<file path="config.mk">
export PLATFORM = sky130hd
export DESIGN_NAME = chmm_ram
export DESIGN_NICKNAME = d
export VERILOG_FILES = /design/src/design/chmm_ram.sv
export SDC_FILE = /design/constraint.sdc
export NUM_CORES = 1
export LEC_CHECK = 0
export ABC_AREA = 0
export BUFFER_PORTS_ARGS = -buffer_cell sky130_fd_sc_hd__buf_2
export CAP_MARGIN = 20
export CORE_ASPECT_RATIO = 0.6
export CORE_UTILIZATION = 40
export CTS_CLUSTER_DIAMETER = 100
export CTS_CLUSTER_SIZE = 30
export DETAILED_ROUTE_END_ITERATION = 8
export PLACE_DENSITY = 0.55
export SLEW_MARGIN = 15
export SYNTH_ARGS = -nofsm -noshare
export SYNTH_HDL_FRONTEND = slang
export SYNTH_SLANG_ARGS = --single-unit
</file>
<file path="constraint.sdc">
create_clock -name clk -period 3.5 [get_ports clk]
set_clock_uncertainty 0.05 [all_clocks]
set_input_delay 0.875 -clock clk [delete_from_list [all_inputs] [get_ports clk]]
set_output_delay 0.875 -clock clk [all_outputs]
set_load 0.005 [all_outputs]
</file>
<file path="src/design/chmm_ram.sv">
module chmm_ram #(
  parameter int WIDTH = 8,
  parameter int DEPTH = 16
) (
  input  logic                     clk,
  input  logic                     we,
  input  logic [$clog2(DEPTH)-1:0] waddr,
  input  logic [WIDTH-1:0]         wdata,
  input  logic                     re,
  input  logic [$clog2(DEPTH)-1:0] raddr,
  output logic [WIDTH-1:0]         rdata
);

  logic [WIDTH-1:0] mem [DEPTH];

  // Write port and registered read port
  always_ff @(posedge clk) begin
    if (we) begin
      mem[waddr] <= wdata;
    end
    if (re) begin
      rdata <= mem[raddr];
    end
  end

endmodule

</file>
==> out/metrics.csv <==
stage,metric,value,unit
clock_network,Clock Tree Root,clkbuf_16,
clock_network,H-tree levels,4,
placement,pre-CTS WS,800,ps
sta,measured slew at the worst slew-check pin,921,ps
clock_network,post-CTS resize count,0,
synth,Synth top cells by count,"edfxtp_1, mux4_2, a22oi_1",
routing,Vias/cell,5.55,
global_route,vias in the first global route,2413,
placement,Placer Congestion,0.710,
placement,dpl cells,419,
finish,footprint of the multi-input gates,0.00106,mm^2
finish,FF+latch area,0.00408,mm^2
synth,largest area contributor in the netlist,edfxtp_1,
routing,post-route ant nets,0,
pwr,Power per Cell Area,595,mW/mm^2
sta,hold_ws,716,ps
setup_path,crit end category,register,
sta,max-slew violation count,0,
global_route,first-pass GRT wire length,16.2,mm
clock_network,CTS tree,yes,
placement,post-place instance area,0.00556,mm^2
sta,fin crit share,0.647,
finish,area added between synthesis and finish,16.3,%
setup_path,Crit Path Max Fanout,25,
synth,ys flop type,edfxtp_1,
floorplanning,Initial Util,0.421,
pwr,Total Power,3.61,mW
global_route,grt total ovfl,0,
synth,cell area after synthesis,0.00523,mm^2
floorplanning,full die area,0.0135,mm^2
global_route,Top Usage Layer GRT,met1,
finish,ant diodes,0,
global_route,GR Util met3,0.0576,
worst_hold_path,hold crit path type,reg2reg,
sta,post-layout minimum cycle time,2260,ps
finish,fin cells,449,
setup_path,CP required,3600,ps
setup_path,CP arrival,2370,ps
global_route,met2 Track Usage GR,0.224,
synth,post-synthesis sequential area ratio,0.781,
floorplanning,die height,90.6,um
routing,via count,2494,
finish,Final Core Density,0.490,
synth,"Avg Cell Area, Syn",22.8,um^2
synth,Mapped Cells,229,
setup_path,CP startpoint kind,primary input,
pwr,LEAKAGE,2.01,nW
synth,Synth cell types,18,
clock_network,Post-CTS Hold Buffers,0,
finish,Fill cells,1007,
placement,I/O Buffers,26,
sta,setup TNS,0,ps
clock_network,Worst-Skew Late Latency,410,ps
run,max_cap viols,0,
clock_network,Clock Sinks,136,
synth,most common cell in the synthesized netlist,edfxtp_1,
pwr,Worst VDD drop,0.000312,V
routing,DRT iter0 DRCs,179,
floorplanning,Std-Cell Rows,31,
outcome,status,"finished, final reports clean",
placement,hpwl dp,7.25,mm
clock_network,clk buf depth,2,
finish,Nets,292,
sta,Final Hold Fails,0,
floorplanning,IO Pins,27,
sta,RSZ-0062 raised after global routing,no,
sta,max frequency,442,MHz
global_route,met1 Use GR,0.287,
sta,final setup margin,1240,ps
clock_network,CTS buffer count,17,
global_route,pin count of the biggest net entering global routing,26,
routing,drt first pass iters,4,
synth,share of the synthesized area in the top cell type,0.781,
synth,#FFs+latches synth,136,
global_route,GR Util All Layers,0.181,
synth,Post-synth ARST share,0,
floorplanning,Die W,150,um
global_route,initial antenna violation count,0,
setup_path,WS Path Type,in2reg,
floorplanning,core footprint,0.0124,mm^2
routing,DRC,0,
synth,Synth area leaders,"edfxtp_1, mux4_2, mux4_1, a22oi_1, nor2_1",
synth,Synth Warn #,0,
finish,Final Cell Area,0.00608,mm^2
clock_network,number of setup buffers added after CTS,0,
sta,final number of setup-violating endpoints,0,
synth,count of flip-flops with a built-in enable after synthesis,136,
clock_network,clock-pin slew on the worst setup and hold paths,50,ps
routing,Detailed Route WL,11.2,mm
finish,share of post-route cells with drive strength above 1,0.285,
routing,Avg WL per Cell,24.8,um
synth,synthesized net count,248,
sta,relative slew slack,0.384,
[worst max-delay path, stage by stage]
cell and delay [ps]:
buf_2 250, buf_12 270, mux4_1 660, a22oi_1 210, nand2_1 70
[cell type report]
cell class | count | area share
multi-input cells | 83 | 0.174
clock inverters | 10 | 0.0136
clock buffers | 20 | 0.0719
repair buffers | 35 | 0.0346
flip-flops and latches | 136 | 0.672
well taps | 165 | 0.0340
[cell usage in the layout, fill, tap and decap left out, types with 2 or more instances in the layout]
cell type   Yosys  routed
nor3_1          4       4
buf_2           3      26
clkbuf_16       0      17
nand2b_1        2       2
clkinv_2        0       6
clkinvlp_4      0       3
nand2_1         9       9
clkbuf_1        0       3
a22oi_1        16      16
nand3b_1        2       2
nor2_1         13      13
mux4_1         14      14
buf_4           1       8
edfxtp_1      136     136
mux4_2         18      18
[power breakdown]
group          total (mW)  switching (mW)  internal (mW)
combinational       0.173           0.105         0.0680
sequential           1.85          0.0122           1.84
clock                1.59           0.633          0.958
total                3.61           0.751           2.86
[final timing paths]
kind                            startpoint  endpoint  slack (ps)  depth (start not counted)
worst max-delay path              raddr[0]  rdata[5]        1240                          5
worst min-delay path             mem[5][7]  rdata[7]         720                          3
worst max register to register   mem[9][2]  rdata[2]        1940                          3
worst min register to register   mem[5][7]  rdata[7]         720                          3
[metal layers]
metal,vias up,share of wire
li1,1071,-
met1,1298,0.49
met2,113,0.41
met3,12,0.093
met4,0,0.010
met5,-,0
[state kept, by name (all words and copies together), names as in the netlist]
register,count
mem,128
rdata,8
[cells by family (layout without fill, tap and decap cells)]
kind of cell    after synthesis  in the layout  synth area share
mux                          32             32             0.148
buf+inv                      10             65            0.0165
compound gates               16             16            0.0230
flops                       136            136             0.781
simple gates                 35             35            0.0314
No activity file was read; power rests on OpenSTA's default activity.
