$ cat src/design/chmm_pkg.sv
package chmm_pkg;

  // Cache geometry
  localparam int SLOT_BITS = 10;
  localparam int SLOTS     = 1 << SLOT_BITS;
  localparam int WAY_BITS  = 2;
  localparam int WAYS      = 1 << WAY_BITS;
  localparam int ROW_BITS  = SLOT_BITS - WAY_BITS;
  localparam int ROWS      = 1 << ROW_BITS;

  // Field widths
  localparam int ADDR_BITS = 32;
  localparam int TAG_W     = ADDR_BITS;
  localparam int CNT_W     = 32;
  localparam int TIME_W    = 40;
  localparam int OFF_W     = 5;
  localparam int SLOG_W    = 4;
  localparam int MODE_W    = 2;
  localparam int CFG_IDX_W = 2;
  localparam int CFG_W     = 5;

  // Cost model
  localparam int MISS_COST = 100;
  localparam int WAY4_COST = 3;
  localparam int SLOG_MIN  = 2;

  // Register reset values
  localparam logic [OFF_W-1:0]  OFF_RST  = OFF_W'(4);
  localparam logic [SLOG_W-1:0] SLOG_RST = SLOG_W'(10);

  // Organization codes
  localparam logic [MODE_W-1:0] MODE_DIRECT = 2'd0;
  localparam logic [MODE_W-1:0] MODE_PSEUDO = 2'd1;
  localparam logic [MODE_W-1:0] MODE_FOUR   = 2'd2;
  localparam logic [MODE_W-1:0] MODE_UNUSED = 2'd3;

  // Register indexes
  localparam logic [CFG_IDX_W-1:0] CFG_LINE_OFFSET = 2'd0;
  localparam logic [CFG_IDX_W-1:0] CFG_SLOT_COUNT  = 2'd1;
  localparam logic [CFG_IDX_W-1:0] CFG_MODE        = 2'd2;

  typedef logic [TAG_W-1:0] tag_t;

  // One memory row holds a group of four slots with their valid bits
  typedef struct packed {
    logic [WAYS-1:0] valid;
    tag_t [WAYS-1:0] tag;
  } row_t;

  localparam int ROW_W = WAYS * (TAG_W + 1);

  // Outcome of one lookup
  typedef struct packed {
    logic hit;
    logic probe;
    row_t row;
  } upd_t;

endpackage

$ cat src/design/chmm_stats.sv
module chmm_stats (
  input  logic                          clk,
  input  logic                          rst_n,
  input  logic                          upd_en,
  input  logic                          hit,
  input  logic                          probe,
  input  logic [chmm_pkg::MODE_W-1:0]    mode,
  output logic [chmm_pkg::CNT_W-1:0]     misses,
  output logic [chmm_pkg::CNT_W-1:0]     accesses,
  output logic [chmm_pkg::TIME_W-1:0]    total_time
);

  localparam int SUM_W = chmm_pkg::TIME_W + 2;
  localparam logic [chmm_pkg::CNT_W-1:0] CNT_MAX = '1;

  logic [chmm_pkg::CNT_W-1:0] misses_r, misses_nxt;
  logic [chmm_pkg::CNT_W-1:0] accesses_r, accesses_nxt;
  logic [chmm_pkg::CNT_W-1:0] probes_r, probes_nxt;
  logic [SUM_W-1:0]           miss_cost;
  logic [SUM_W-1:0]           acc_cost;
  logic [SUM_W-1:0]           probe_cost;
  logic [SUM_W-1:0]           sum;

  // Saturating counter advance
  always_comb begin
    misses_nxt   = misses_r;
    accesses_nxt = accesses_r;
    probes_nxt   = probes_r;
    if (upd_en) begin
      if (accesses_r != CNT_MAX) begin
        accesses_nxt = accesses_r + 1'b1;
      end
      if (!hit && misses_r != CNT_MAX) begin
        misses_nxt = misses_r + 1'b1;
      end
      if (probe && probes_r != CNT_MAX) begin
        probes_nxt = probes_r + 1'b1;
      end
    end
  end

  always_ff @(posedge clk) begin
    if (!rst_n) begin
      misses_r   <= '0;
      accesses_r <= '0;
      probes_r   <= '0;
    end else begin
      misses_r   <= misses_nxt;
      accesses_r <= accesses_nxt;
      probes_r   <= probes_nxt;
    end
  end

  // Cost formula from the settled counters
  always_comb begin
    miss_cost  = SUM_W'(misses_r) * SUM_W'(chmm_pkg::MISS_COST);
    acc_cost   = (mode == chmm_pkg::MODE_FOUR) ?
                 SUM_W'(accesses_r) * SUM_W'(chmm_pkg::WAY4_COST) : SUM_W'(accesses_r);
    probe_cost = (mode == chmm_pkg::MODE_PSEUDO) ? SUM_W'(probes_r) : '0;
    sum        = miss_cost + acc_cost + probe_cost;
    if (sum[SUM_W-1:chmm_pkg::TIME_W] != '0) begin
      total_time = '1;
    end else begin
      total_time = sum[chmm_pkg::TIME_W-1:0];
    end
  end

  assign misses   = misses_r;
  assign accesses = accesses_r;

endmodule

$ cat config.mk
export PLATFORM = sky130hd
export DESIGN_NAME = chmm_stats
export DESIGN_NICKNAME = d
export VERILOG_FILES = /design/src/design/chmm_pkg.sv /design/src/design/chmm_stats.sv
export SDC_FILE = /design/constraint.sdc
export NUM_CORES = 1
export LEC_CHECK = 0
export BUFFER_PORTS_ARGS = -buffer_cell sky130_fd_sc_hd__buf_2
export CAP_MARGIN = 30
export CORE_UTILIZATION = 41
export DETAILED_ROUTE_END_ITERATION = 10
export GPL_ROUTABILITY_DRIVEN = 1
export PLACE_DENSITY = 0.66
export SLEW_MARGIN = 20
export SYNTH_ARGS = -nofsm -noshare
export SYNTH_HDL_FRONTEND = slang
export SYNTH_SLANG_ARGS = --single-unit
$ cat constraint.sdc
create_clock -name clk -period 7.5 [get_ports clk]
set_input_delay 0.75 -clock clk [delete_from_list [all_inputs] [get_ports clk]]
set_output_delay 0.75 -clock clk [all_outputs]
set_load 0.03 [all_outputs]
==> run summary <==
CP max stage cell - fa_1
Rows - 62
Startpoint Class - flop
Mapped Cells - 1501
Final Hold Vio Count - 0
Final setup margin - 0.1888 ns
Area delta synth->final - 11.71%
FF-to-FF Start - accesses[24]
Slew of the pin with the lowest slew margin - 0.8128 ns
Nets - 1840
Die W - 175.1 um
Routed WL per cell - 14.90 um
Worst hold path depth - 2
Gr ovfl total - 0
CP Data Required Time - 6.75 ns
WS Path Type - flop to primary output
CTS clk-pin slew, worst paths - 0.07 ns
Peak VDD IR - 0.1108 mV
Layout cell share with drive strength beyond 1 - 13.32%
Post-Syn Area - 12280 um^2
RSZ-0062 raised after global routing - true
Relative slew slack - 45.81%
Core ar. - 29090 um^2
GRT Total Usage - 19.39%
Top cell by count, worst path - ha_1
Ant. Diodes - 0
Vias per cell - 5.168
Worst Skew - 0.01395 ns
DRT iter0 DRCs - 552
Largest area contributor in the netlist - ha_1
Synth async-reset ratio - 0%
Drt first pass iters - 5
Post-synth EDFFs - 0
Finished Cell Area - 13720 um^2
Hold EP - probes_r[29]
CTS tree - yes
Gpl congestion - 0.8779
Initial antenna violation count - 0
Largest cells by area after synthesis - ha_1, dfxtp_1, fa_1, xnor2_1, inv_1
Hold Path Class - flop to flop
Most numerous cell in the Yosys netlist - inv_1
CTS Sinks - 96
Hpwl dp - 23.84 mm
Syn. warnings - 0
Number of setup violations in the final report - 0
Critical Path End Type - primary output
Syn Area/Cell - 8.182 um^2
Setup total negative slack - 0 ns
PortBufs - 110
Initial Utilization - 42.22%
# DRC - 0
Pin count of the biggest net entering global routing - 98
CTS Buf Count - 9
FF-to-FF End - accesses[29]
Cell Pwr Density - 76.14 nW/um^2
Maximum clock rate - 0.1368 GHz
Worst Path Arrival - 6.56 ns
Worst-path maximum fanout - 5
Max-slew violation count - 0
Post-Syn Nets - 1739
Die outline height - 175.1 um
Part of the cycle the worst path needs - 97.48%
R2R depth - 11
Tmin final - 7.311 ns
Die ar. - 30650 um^2
Maxcap violations - 0
Cts-stage hold buffer count - 0
Unique masters post-synth - 81
Status - finished clean
I/O pin total - 111
Post-synthesis register bit count - 96
Most common library cells after synthesis - inv_1, ha_1, xnor2_1
Final wirelength - 29.67 mm
Clk buf depth - 2
Seq/Total Area, Yosys - 15.65%
DR vias - 10289
Synth Flop Type - dfxtp_1
CTS root buf - clkbuf_16
Post-route ant nets - 0
Insertion delay to the later sink of the worst-skew pair - 0.37 ns
Setup WS pre-CTS - 0.1072 ns
CTS H-tree depth - 3
Number of global-route vias before repair - 10099
Hold Path Origin - probes_r[29]
Placed Instance Area - 13240 um^2
Final Util - 47.16%
R2r setup slk - 4.41 ns
First-pass GRT wire length - 48.82 mm
Share of the synthesized area in the top cell type - 17.52%
Leakage - 7.040 nW
Max incr delay on CP - 0.50 ns
cells by family after synthesis:
logic type	count (synthesis)	share of synthesized area (%)
flip-flops	96	15.65
AO/OA/AOI/OAI	304	16.34
AND/OR/NAND/NOR	449	20.01
buffers and inverters	232	7.183
multiplexers	13	1.060
XOR/XNOR	176	12.61
adder cells (fa/ha/maj)	231	27.14
worst max-delay path: cells and delay by family (launching register included):
family | cells | cell delay (ns)
DFF | 1 | 0.36
adders and majority gates | 6 | 2.08
buffers and inverters | 4 | 0.36
AOI/OAI and AO/OA | 14 | 2.65
xor gates and xnor gates | 2 | 0.45
and+or+nand+nor | 2 | 0.29
area by class of cell:
class                           count  area, um^2
Fill cell                        2888       15370
Inverter                          202       758.2
Clock inverter                      6       43.79
Sequential cell                    96        1936
Tap cell                          384       480.5
Timing Repair Buffer              120       630.6
Clock buffer                       10       229.0
Multi-Input combinational cell   1173        9641
report_power, final:
part	switching, mW	internal (mW)	total [mW]
sequential	0.00375	0.511	0.515
clock	0.233	0.227	0.460
combinational	0.0476	0.0214	0.0690
total	0.285	0.760	1.04
layout by cell type, fill, tap and decap left out, drive strengths merged, types with 13 or more instances in the layout:
master / n
a21o: 46
a21oi: 114
and2: 105
and4: 14
buf: 119
dfxtp: 96
fa: 59
ha: 172
inv: 203
mux2i: 13
nand2: 108
nand3: 37
nand4: 25
nor2: 68
nor2b: 19
nor3: 24
o21ai: 55
xnor2: 131
xor2: 45
flip-flops by register name, indices dropped and copies added (netlist names):
register / flops
probes_r: 32
misses: 32
accesses: 32
what timing repair did:
item | in CTS | in global routing
resized for setup | 7 | 47
pin swaps | 0 | 11
setup buffers | 0 | 4
setup endpoints to repair | 4 | 14
hold endpoints to repair | 0 | 0
routing by layer:
metal | global-route usage [%] | part of all wire, % | up-vias
li1 | - | - | 5268
met1 | 26.83 | 50 | 4802
met2 | 31.78 | 44 | 185
met3 | 2.241 | 3.5 | 34
met4 | 5.145 | 1.6 | 0
met5 | 0 | 0 | -
how the worst max path moves through the flow:
| stage | slack [ns] | start | to | depth (start not counted) |
|---|---|---|---|---|
| 2_1_floorplan | 0.45 | misses[8] | total_time[36] | 25 |
| 3_3_place_gp | 0.24 | misses[8] | total_time[38] | 26 |
| 3_5_place_dp | 0.11 | misses[8] | total_time[38] | 26 |
| 4_1_cts | 0.01 | misses[2] | total_time[38] | 26 |
| 5_1_grt | -0.17 | misses[5] | total_time[38] | 28 |
| 6_report | 0.19 | misses[5] | total_time[38] | 28 |
stage by stage:
stage,cells,hold WS [ns],power (mW)
CTS,1987,0.5171,1.061
global placement,1971,0.4930,0.5963
detailed placement,1971,0.5070,0.5973
global route,1991,0.5431,1.081
finish,1991,0.5114,1.044
floorplan,1501,0.4747,0.5766
(Power assumes the default switching activity.)
