[src/design/chmm_pkg.sv]
package chmm_pkg;

  // Cache geometry
  localparam int SLOT_BITS = 10;
  localparam int SLOTS     = 1 << SLOT_BITS;
  localparam int WAY_BITS  = 2;
  localparam int WAYS      = 1 << WAY_BITS;
  localparam int ROW_BITS  = SLOT_BITS - WAY_BITS;
  localparam int ROWS      = 1 << ROW_BITS;

  // Field widths
  localparam int ADDR_BITS = 32;
  localparam int TAG_W     = ADDR_BITS;
  localparam int CNT_W     = 32;
  localparam int TIME_W    = 40;
  localparam int OFF_W     = 5;
  localparam int SLOG_W    = 4;
  localparam int MODE_W    = 2;
  localparam int CFG_IDX_W = 2;
  localparam int CFG_W     = 5;

  // Cost model
  localparam int MISS_COST = 100;
  localparam int WAY4_COST = 3;
  localparam int SLOG_MIN  = 2;

  // Register reset values
  localparam logic [OFF_W-1:0]  OFF_RST  = OFF_W'(4);
  localparam logic [SLOG_W-1:0] SLOG_RST = SLOG_W'(10);

  // Organization codes
  localparam logic [MODE_W-1:0] MODE_DIRECT = 2'd0;
  localparam logic [MODE_W-1:0] MODE_PSEUDO = 2'd1;
  localparam logic [MODE_W-1:0] MODE_FOUR   = 2'd2;
  localparam logic [MODE_W-1:0] MODE_UNUSED = 2'd3;

  // Register indexes
  localparam logic [CFG_IDX_W-1:0] CFG_LINE_OFFSET = 2'd0;
  localparam logic [CFG_IDX_W-1:0] CFG_SLOT_COUNT  = 2'd1;
  localparam logic [CFG_IDX_W-1:0] CFG_MODE        = 2'd2;

  typedef logic [TAG_W-1:0] tag_t;

  // One memory row holds a group of four slots with their valid bits
  typedef struct packed {
    logic [WAYS-1:0] valid;
    tag_t [WAYS-1:0] tag;
  } row_t;

  localparam int ROW_W = WAYS * (TAG_W + 1);

  // Outcome of one lookup
  typedef struct packed {
    logic hit;
    logic probe;
    row_t row;
  } upd_t;

endpackage

[src/design/chmm_row_upd.sv]
module chmm_row_upd (
  input  chmm_pkg::row_t               row_i,
  input  chmm_pkg::tag_t               blk_i,
  input  logic [chmm_pkg::WAY_BITS-1:0] way_i,
  input  logic [chmm_pkg::MODE_W-1:0]   mode_i,
  output chmm_pkg::upd_t               upd_o
);

  logic [chmm_pkg::WAY_BITS-1:0] first_w;
  logic [chmm_pkg::WAY_BITS-1:0] second_w;
  logic [chmm_pkg::WAY_BITS-1:0] stop;
  logic                          found;

  assign first_w  = {way_i[chmm_pkg::WAY_BITS-1:1], 1'b0};
  assign second_w = {way_i[chmm_pkg::WAY_BITS-1:1], 1'b1};

  // Check the set and build the row to write back
  always_comb begin
    upd_o.hit   = 1'b0;
    upd_o.probe = 1'b0;
    upd_o.row   = row_i;
    stop        = chmm_pkg::WAY_BITS'(chmm_pkg::WAYS - 1);
    found       = 1'b0;
    unique case (mode_i)
      chmm_pkg::MODE_PSEUDO: begin
        if (row_i.valid[first_w] && row_i.tag[first_w] == blk_i) begin
          upd_o.hit = 1'b1;
        end else if (!row_i.valid[first_w]) begin
          upd_o.probe            = 1'b1;
          upd_o.row.tag[first_w]   = blk_i;
          upd_o.row.valid[first_w] = 1'b1;
        end else begin
          upd_o.probe             = 1'b1;
          upd_o.hit               = row_i.valid[second_w] && row_i.tag[second_w] == blk_i;
          upd_o.row.tag[second_w]   = row_i.tag[first_w];
          upd_o.row.tag[first_w]    = blk_i;
          upd_o.row.valid[second_w] = 1'b1;
        end
      end
      chmm_pkg::MODE_FOUR: begin
        // Scan for the first empty or matching way
        for (int k = 0; k < chmm_pkg::WAYS; k++) begin
          if (!found) begin
            if (!row_i.valid[k]) begin
              stop  = chmm_pkg::WAY_BITS'(k);
              found = 1'b1;
            end else if (row_i.tag[k] == blk_i) begin
              upd_o.hit = 1'b1;
              stop      = chmm_pkg::WAY_BITS'(k);
              found     = 1'b1;
            end
          end
        end
        // Shift the ways in front of the stop back and put the block in front
        for (int k = 1; k < chmm_pkg::WAYS; k++) begin
          if (chmm_pkg::WAY_BITS'(k) <= stop) begin
            upd_o.row.tag[k] = row_i.tag[k-1];
          end
        end
        upd_o.row.tag[0]     = blk_i;
        upd_o.row.valid[stop] = 1'b1;
      end
      default: begin
        upd_o.hit = row_i.valid[way_i] && row_i.tag[way_i] == blk_i;
        if (!upd_o.hit) begin
          upd_o.row.tag[way_i]   = blk_i;
          upd_o.row.valid[way_i] = 1'b1;
        end
      end
    endcase
  end

endmodule

[config.mk]
export PLATFORM = sky130hd
export DESIGN_NAME = chmm_row_upd
export DESIGN_NICKNAME = d
export VERILOG_FILES = /design/src/design/chmm_pkg.sv /design/src/design/chmm_row_upd.sv
export SDC_FILE = /design/constraint.sdc
export NUM_CORES = 1
export LEC_CHECK = 0
export BUFFER_PORTS_ARGS = -buffer_cell sky130_fd_sc_hd__buf_2
export CAP_MARGIN = 25
export CORE_ASPECT_RATIO = 1.5
export CORE_MARGIN = 2
export CORE_UTILIZATION = 35
export DETAILED_ROUTE_END_ITERATION = 10
export GPL_TIMING_DRIVEN = 1
export RECOVER_POWER = 50
export REMOVE_ABC_BUFFERS = 1
export SYNTH_ARGS = -nofsm -noshare
export SYNTH_HDL_FRONTEND = slang
export SYNTH_SLANG_ARGS = --single-unit
export TNS_END_PERCENT = 50
[constraint.sdc]
create_clock -name vclk -period 3.05
set_clock_uncertainty 0.05 [all_clocks]
set_input_delay 0 -clock vclk [all_inputs]
set_output_delay 0 -clock vclk [all_outputs]
set_load 0.05 [all_outputs]
==> run_results.csv, run 1 <==
group,metric,value,unit
cells_and_area,final_common_cell,"buf_4",
min_path,min_to,"upd_o[39]",
global_route,first_global_vias,10666,
critical_path,critPathRequiredTime,3000,ps
sta,relSlewSlack,52.9,%
critical_path,slowest_stage,"mux2_2",
critical_path,crit_path_cell_trace,"buf_16 > buf_12 > buf_8 > mux2i_4 > mux2_4 > a221o_1 > a211o_1 > nor4b_2 > buf_4 > a21oi_4 > nand3_4 > clkbuf_16 > mux2_2 > buf_2",
yosys,syn_area,8570,um^2
critical_path,crit_type,"primary input to output pin",
cells_and_area,nClkBuffers,0,
drt,num_vias,11775,
sta,fin_crit,3190,ps
min_path,hp-start,"row_i[39]",
sta,setup_ws,-139,ps
floorplanning,fp.coreArea,24300,um^2
pwr,power.total,3.62,mW
pwr,p_leak,5.67,nW
sta,maxSlewViolCount,0,
global_route,grtUsageTotal,34.9,%
cells_and_area,multi_input_area,8390,um^2
critical_path,cp-start-kind,"primary input",
placed_design,place.gp.congestion,1.01,
yosys,synth_cell_types,64,
cells_and_area,regArea,0,um^2
yosys,avgSynthCellArea,7.24,um^2
placed_design,dp.cells,1811,
drt,drt_wl_total,51100,um
pwr,ir_worst_vdd,0.000169,V
cells_and_area,seq_cells,0,
floorplanning,die_w,132,um
cells_and_area,final_cells,1855,
critical_path,worstPathMaxFanout,9,
critical_path,path_buf_inv,6,
floorplanning,start_util,35.3,%
floorplanning,fp-row-count,70,
drt,dr.pass1.iters,5,
sta,worstMarginPinSlew,706,ps
sta,clock.fmax,0.314,GHz
floorplanning,ioPinCount,302,
job,drv_cap,0,
placed_design,numPortBuffers,302,
global_route,antenna_found_initial,4,
placed_design,pre_cts_slack,-599,ps
cells_and_area,nNetsFinal,1699,
run_status,violations,"setup timing",
critical_path,arrival,3140,ps
sta,holdWs,359,ps
global_route,grt_overflow,0,
cells_and_area,fillers,2341,
drt,ant_nets,0,
min_path,min_path_cells,4,
drt,routedWlPerCell,27.5,um
drt,drt_iter0_drc,1009,
cells_and_area,final_core_util,54.4,%
drt,route.detailed.drc,0,
yosys,ys_seq_area_share,0,%
placed_design,dp_hpwl,36600,um
cells_and_area,area_delta_synth_final,53.8,%
sta,rsz0062_at_grt,"yes",
global_route,grt_first_pass_wirelength,69700,um
floorplanning,dieArea,25800,um^2
sta,finalSetupViolCount,76,
run_status,status,"complete, but fails checks",
sta,fin_crit_sh,105,%
pwr,p_per_area,275,nW/um^2
cells_and_area,final_cell_mix,"buf_4, buf_2, xor2_1",
cells_and_area,drive_gt1_share,47.3,%
global_route,grt_max_degree,97,
yosys,syn_inst,1185,
min_path,hold_path.class,"primary input to output pin",
sta,finalHoldViolations,0,
drt,vias_per_cell,6.35,
critical_path,cp_top_family,"buffers and inverters",
floorplanning,die_h,196,um
yosys,yosys_warnings,0,
critical_path,critical_path.endpoint_type,"output pin",
critical_path,slowest_delay,340,ps
==> routing by layer <==
layer	share of wire [%]	track usage [%]	routed length, um	up-vias
li1	-	-	-	5134
met1	38	42.7	19300	5714
met2	48	62.9	24700	741
met3	7.1	2.22	3610	186
met4	6.6	14.7	3390	0
met5	0	0	0	-
==> cell families after synthesis <==
kind of cell               synth area share, %
and+or+nand+nor                           20.3
AOI/OAI and AO/OA                         24.3
adders and majority gates                0.292
xor gates and xnor gates                  18.1
muxes                                     26.2
buffers and inverters                     10.8
==> Yosys cell counts, types with 31 or more instances <==
master	instances	share of area, %
a21oi_1	79	4.6
mux2_2	82	11
xor2_1	118	12
nand4_1	47	3.4
nand2_1	65	2.8
mux2i_1	98	11
nor4_1	39	2.8
nand3_1	75	4.4
a22o_1	33	3.4
a32oi_1	31	3.2
xnor2_1	59	6.0
and3_1	33	2.4
clkbuf_1	94	4.1
inv_1	44	1.9
==> worst min-delay path, stage by stage <==
cell,delay [ps]
buf_2,130
inv_1,50
o21ai_1,70
buf_6,150
==> per-stage QoR <==
| step | TNS (ps) | instance area, um^2 |
|---|---|---|
| finish | -3870 | 13200 |
| global route | -9810 | 13200 |
| CTS | -166 | 11900 |
| detailed placement | -49410 | 11300 |
| global placement | -54000 | 11300 |
| floorplan | -236810 | 7810 |
==> area by class of cell <==
type | instances | share of cell area (%)
Multi-Input combinational cell | 977 | 63.6
Timing Repair Buffer | 506 | 32.0
Tap cell | 324 | 3.07
Inverter | 44 | 1.25
Antenna cell | 4 | 0.0759
==> how the worst max path moves through the flow <==
stage                     startpoint         end  cells after the start
final                       way_i[1]  upd_o[123]                     14
after CTS                   way_i[1]   upd_o[88]                     13
after floorplan            mode_i[0]  upd_o[105]                      7
after global routing        way_i[1]   upd_o[88]                     13
after detailed placement    way_i[1]    upd_o[2]                     13
after global placement      way_i[1]    upd_o[2]                     13
==> timing repair <==
item | 4_1_cts | 5_1_grt
resized for setup | 132 | 255
gates cloned | 4 | 10
hold buffers | 0 | 0
endpoints found under the setup margin | 132 | 131
pin swaps | 29 | 38
buffers inserted | 6 | 22
==> where the power goes <==
group	switching, mW	internal (mW)
clock	0	0.000000192
combinational	2.26	1.36
sequential	0	0
total	2.26	1.36
No activity file was read; power rests on OpenSTA's default activity.
==> run 2: changes to the inputs <==
==> constraint.sdc (replaced) <==
create_clock -name vclk -period 3.1
set_clock_uncertainty 0.05 [all_clocks]
set_input_delay 0 -clock vclk [all_inputs]
set_output_delay 0 -clock vclk [all_outputs]
set_load 0.05 [all_outputs]
==> run_results.csv, run 2 (synthesis results as in run 1) <==
group,metric,value,unit
run_status,status,"complete, but fails checks",
run_status,violations,"setup timing",
cells_and_area,multi_input_area,8080,um^2
sta,relSlewSlack,56.1,%
global_route,grt_max_degree,47,
pwr,p_int,1.25,mW
cells_and_area,final_core_util,52.1,%
placed_design,pre_cts_slack,-274,ps
cells_and_area,fillers,2416,
global_route,antenna_found_initial,3,
sta,holdWs,383,ps
floorplanning,ioPinCount,302,
pwr,seqPwrFrac,0,%
drt,drt_wl_total,50500,um
cells_and_area,drive_gt1_share,44.7,%
sta,fin_crit,3110,ps
sta,fin_crit_sh,100,%
min_path,hold_path.class,"primary input to output pin",
critical_path,cp-start-kind,"primary input",
cts,cts_hold_buf,0,
cells_and_area,regArea,0,um^2
placed_design,place.gp.congestion,1.02,
critical_path,worstPathMaxFanout,12,
global_route,first_global_vias,10923,
pwr,p_leak,5.43,nW
sta,finalSetupViolCount,2,
drt,drt_iter0_drc,1060,
cells_and_area,area_delta_synth_final,47.5,%
floorplanning,die_w,132,um
cells_and_area,final_cell_mix,"buf_4, buf_2, xor2_1",
sta,tns,-10.5,ps
pwr,net-switching-power,2.17,mW
cells_and_area,seq_cells,0,
sta,setup_ws,-9.15,ps
sta,clock.fmax,0.322,GHz
floorplanning,fp-row-count,70,
placed_design,dp_hpwl,37300,um
critical_path,critical_path.endpoint_type,"output pin",
sta,rsz0062_at_grt,"yes",
sta,finalHoldViolations,0,
min_path,hp-start,"row_i[16]",
drt,ant_nets,0,
drt,num_vias,11545,
floorplanning,die_h,196,um
pwr,clkPwrFrac,0,%
critical_path,critPathRequiredTime,3050,ps
job,drv_cap,0,
critical_path,crit_type,"primary input to output pin",
pwr,ir_worst_vdd,0.000164,V
sta,worstMarginPinSlew,658,ps
critical_path,arrival,3060,ps
pwr,p_sw_share,63.5,%
drt,vias_per_cell,6.25,
sta,maxSlewViolCount,0,
cells_and_area,nNetsFinal,1690,
floorplanning,dieArea,25800,um^2
floorplanning,fp.coreArea,24300,um^2
cells_and_area,final_common_cell,"buf_4",
drt,route.detailed.drc,0,
drt,dr.pass1.iters,6,
floorplanning,start_util,35.3,%
global_route,grtUsageTotal,34.7,%
cells_and_area,nClkBuffers,0,
global_route,grt_overflow,0,
critical_path,worstSetupStartpoint,"way_i[1]",
pwr,combPwrFrac,100.0,%
global_route,grt_first_pass_wirelength,69100,um
pwr,p_per_area,270,nW/um^2
placed_design,numPortBuffers,302,
drt,routedWlPerCell,27.4,um
-- run 2: power groups by stage --
stage,combinational (mW),sequential (mW),clock [mW]
final,3.42,0,0.000000173
after detailed placement,2.97,0,0
after floorplan,1.76,0,0
after global routing,3.52,0,0.000000129
after CTS,3.07,0,0
after global placement,2.96,0,0
-- run 2: final timing paths --
kind / to / slack [ps] / cells past startpoint
setup / recovery: upd_o[49] / -9 / 15
hold / removal: upd_o[16] / 380 / 3
-- run 2: final cells by class --
type	count	area share [%]
diodes	4	0.0792
inverters	44	1.31
multi-input cells	977	63.9
well taps	324	3.21
repair buffers	497	31.5
-- run 2: stage by stage --
stage	total power [mW]	instances	area, um^2
after CTS	3.07	1821	11600
after global routing	3.52	1845	12600
after floorplan	1.76	1021	7810
after global placement	2.96	1814	11300
final	3.42	1846	12600
after detailed placement	2.97	1814	11300
-- run 2: what timing repair did --
| action | CTS | global route |
|---|---|---|
| buffers inserted | 6 | 9 |
| endpoints found under the setup margin | 129 | 131 |
| pin swaps | 6 | 22 |
| gates cloned | 1 | 12 |
| resized for setup | 67 | 237 |
-- run 2: per-layer routing --
layer	vias to the layer above	part of all wire (%)	routed length (um)	GRT usage, %
li1	5111	-	-	-
met1	5581	38	19300	41.5
met2	670	49	24800	63.2
met3	183	6.0	3020	2.14
met4	0	6.6	3340	15.9
met5	-	0	0	0
-- run 2: worst max-delay path, cell delays in order --
cell	delay [ps]
buf_12	130
buf_12	140
buf_4	160
mux2i_1	180
mux2_4	320
a221o_1	290
a211o_1	260
nor4b_2	290
buf_4	180
buf_12	110
a211oi_4	60
a21o_4	250
buf_12	170
o211ai_1	220
buf_4	240
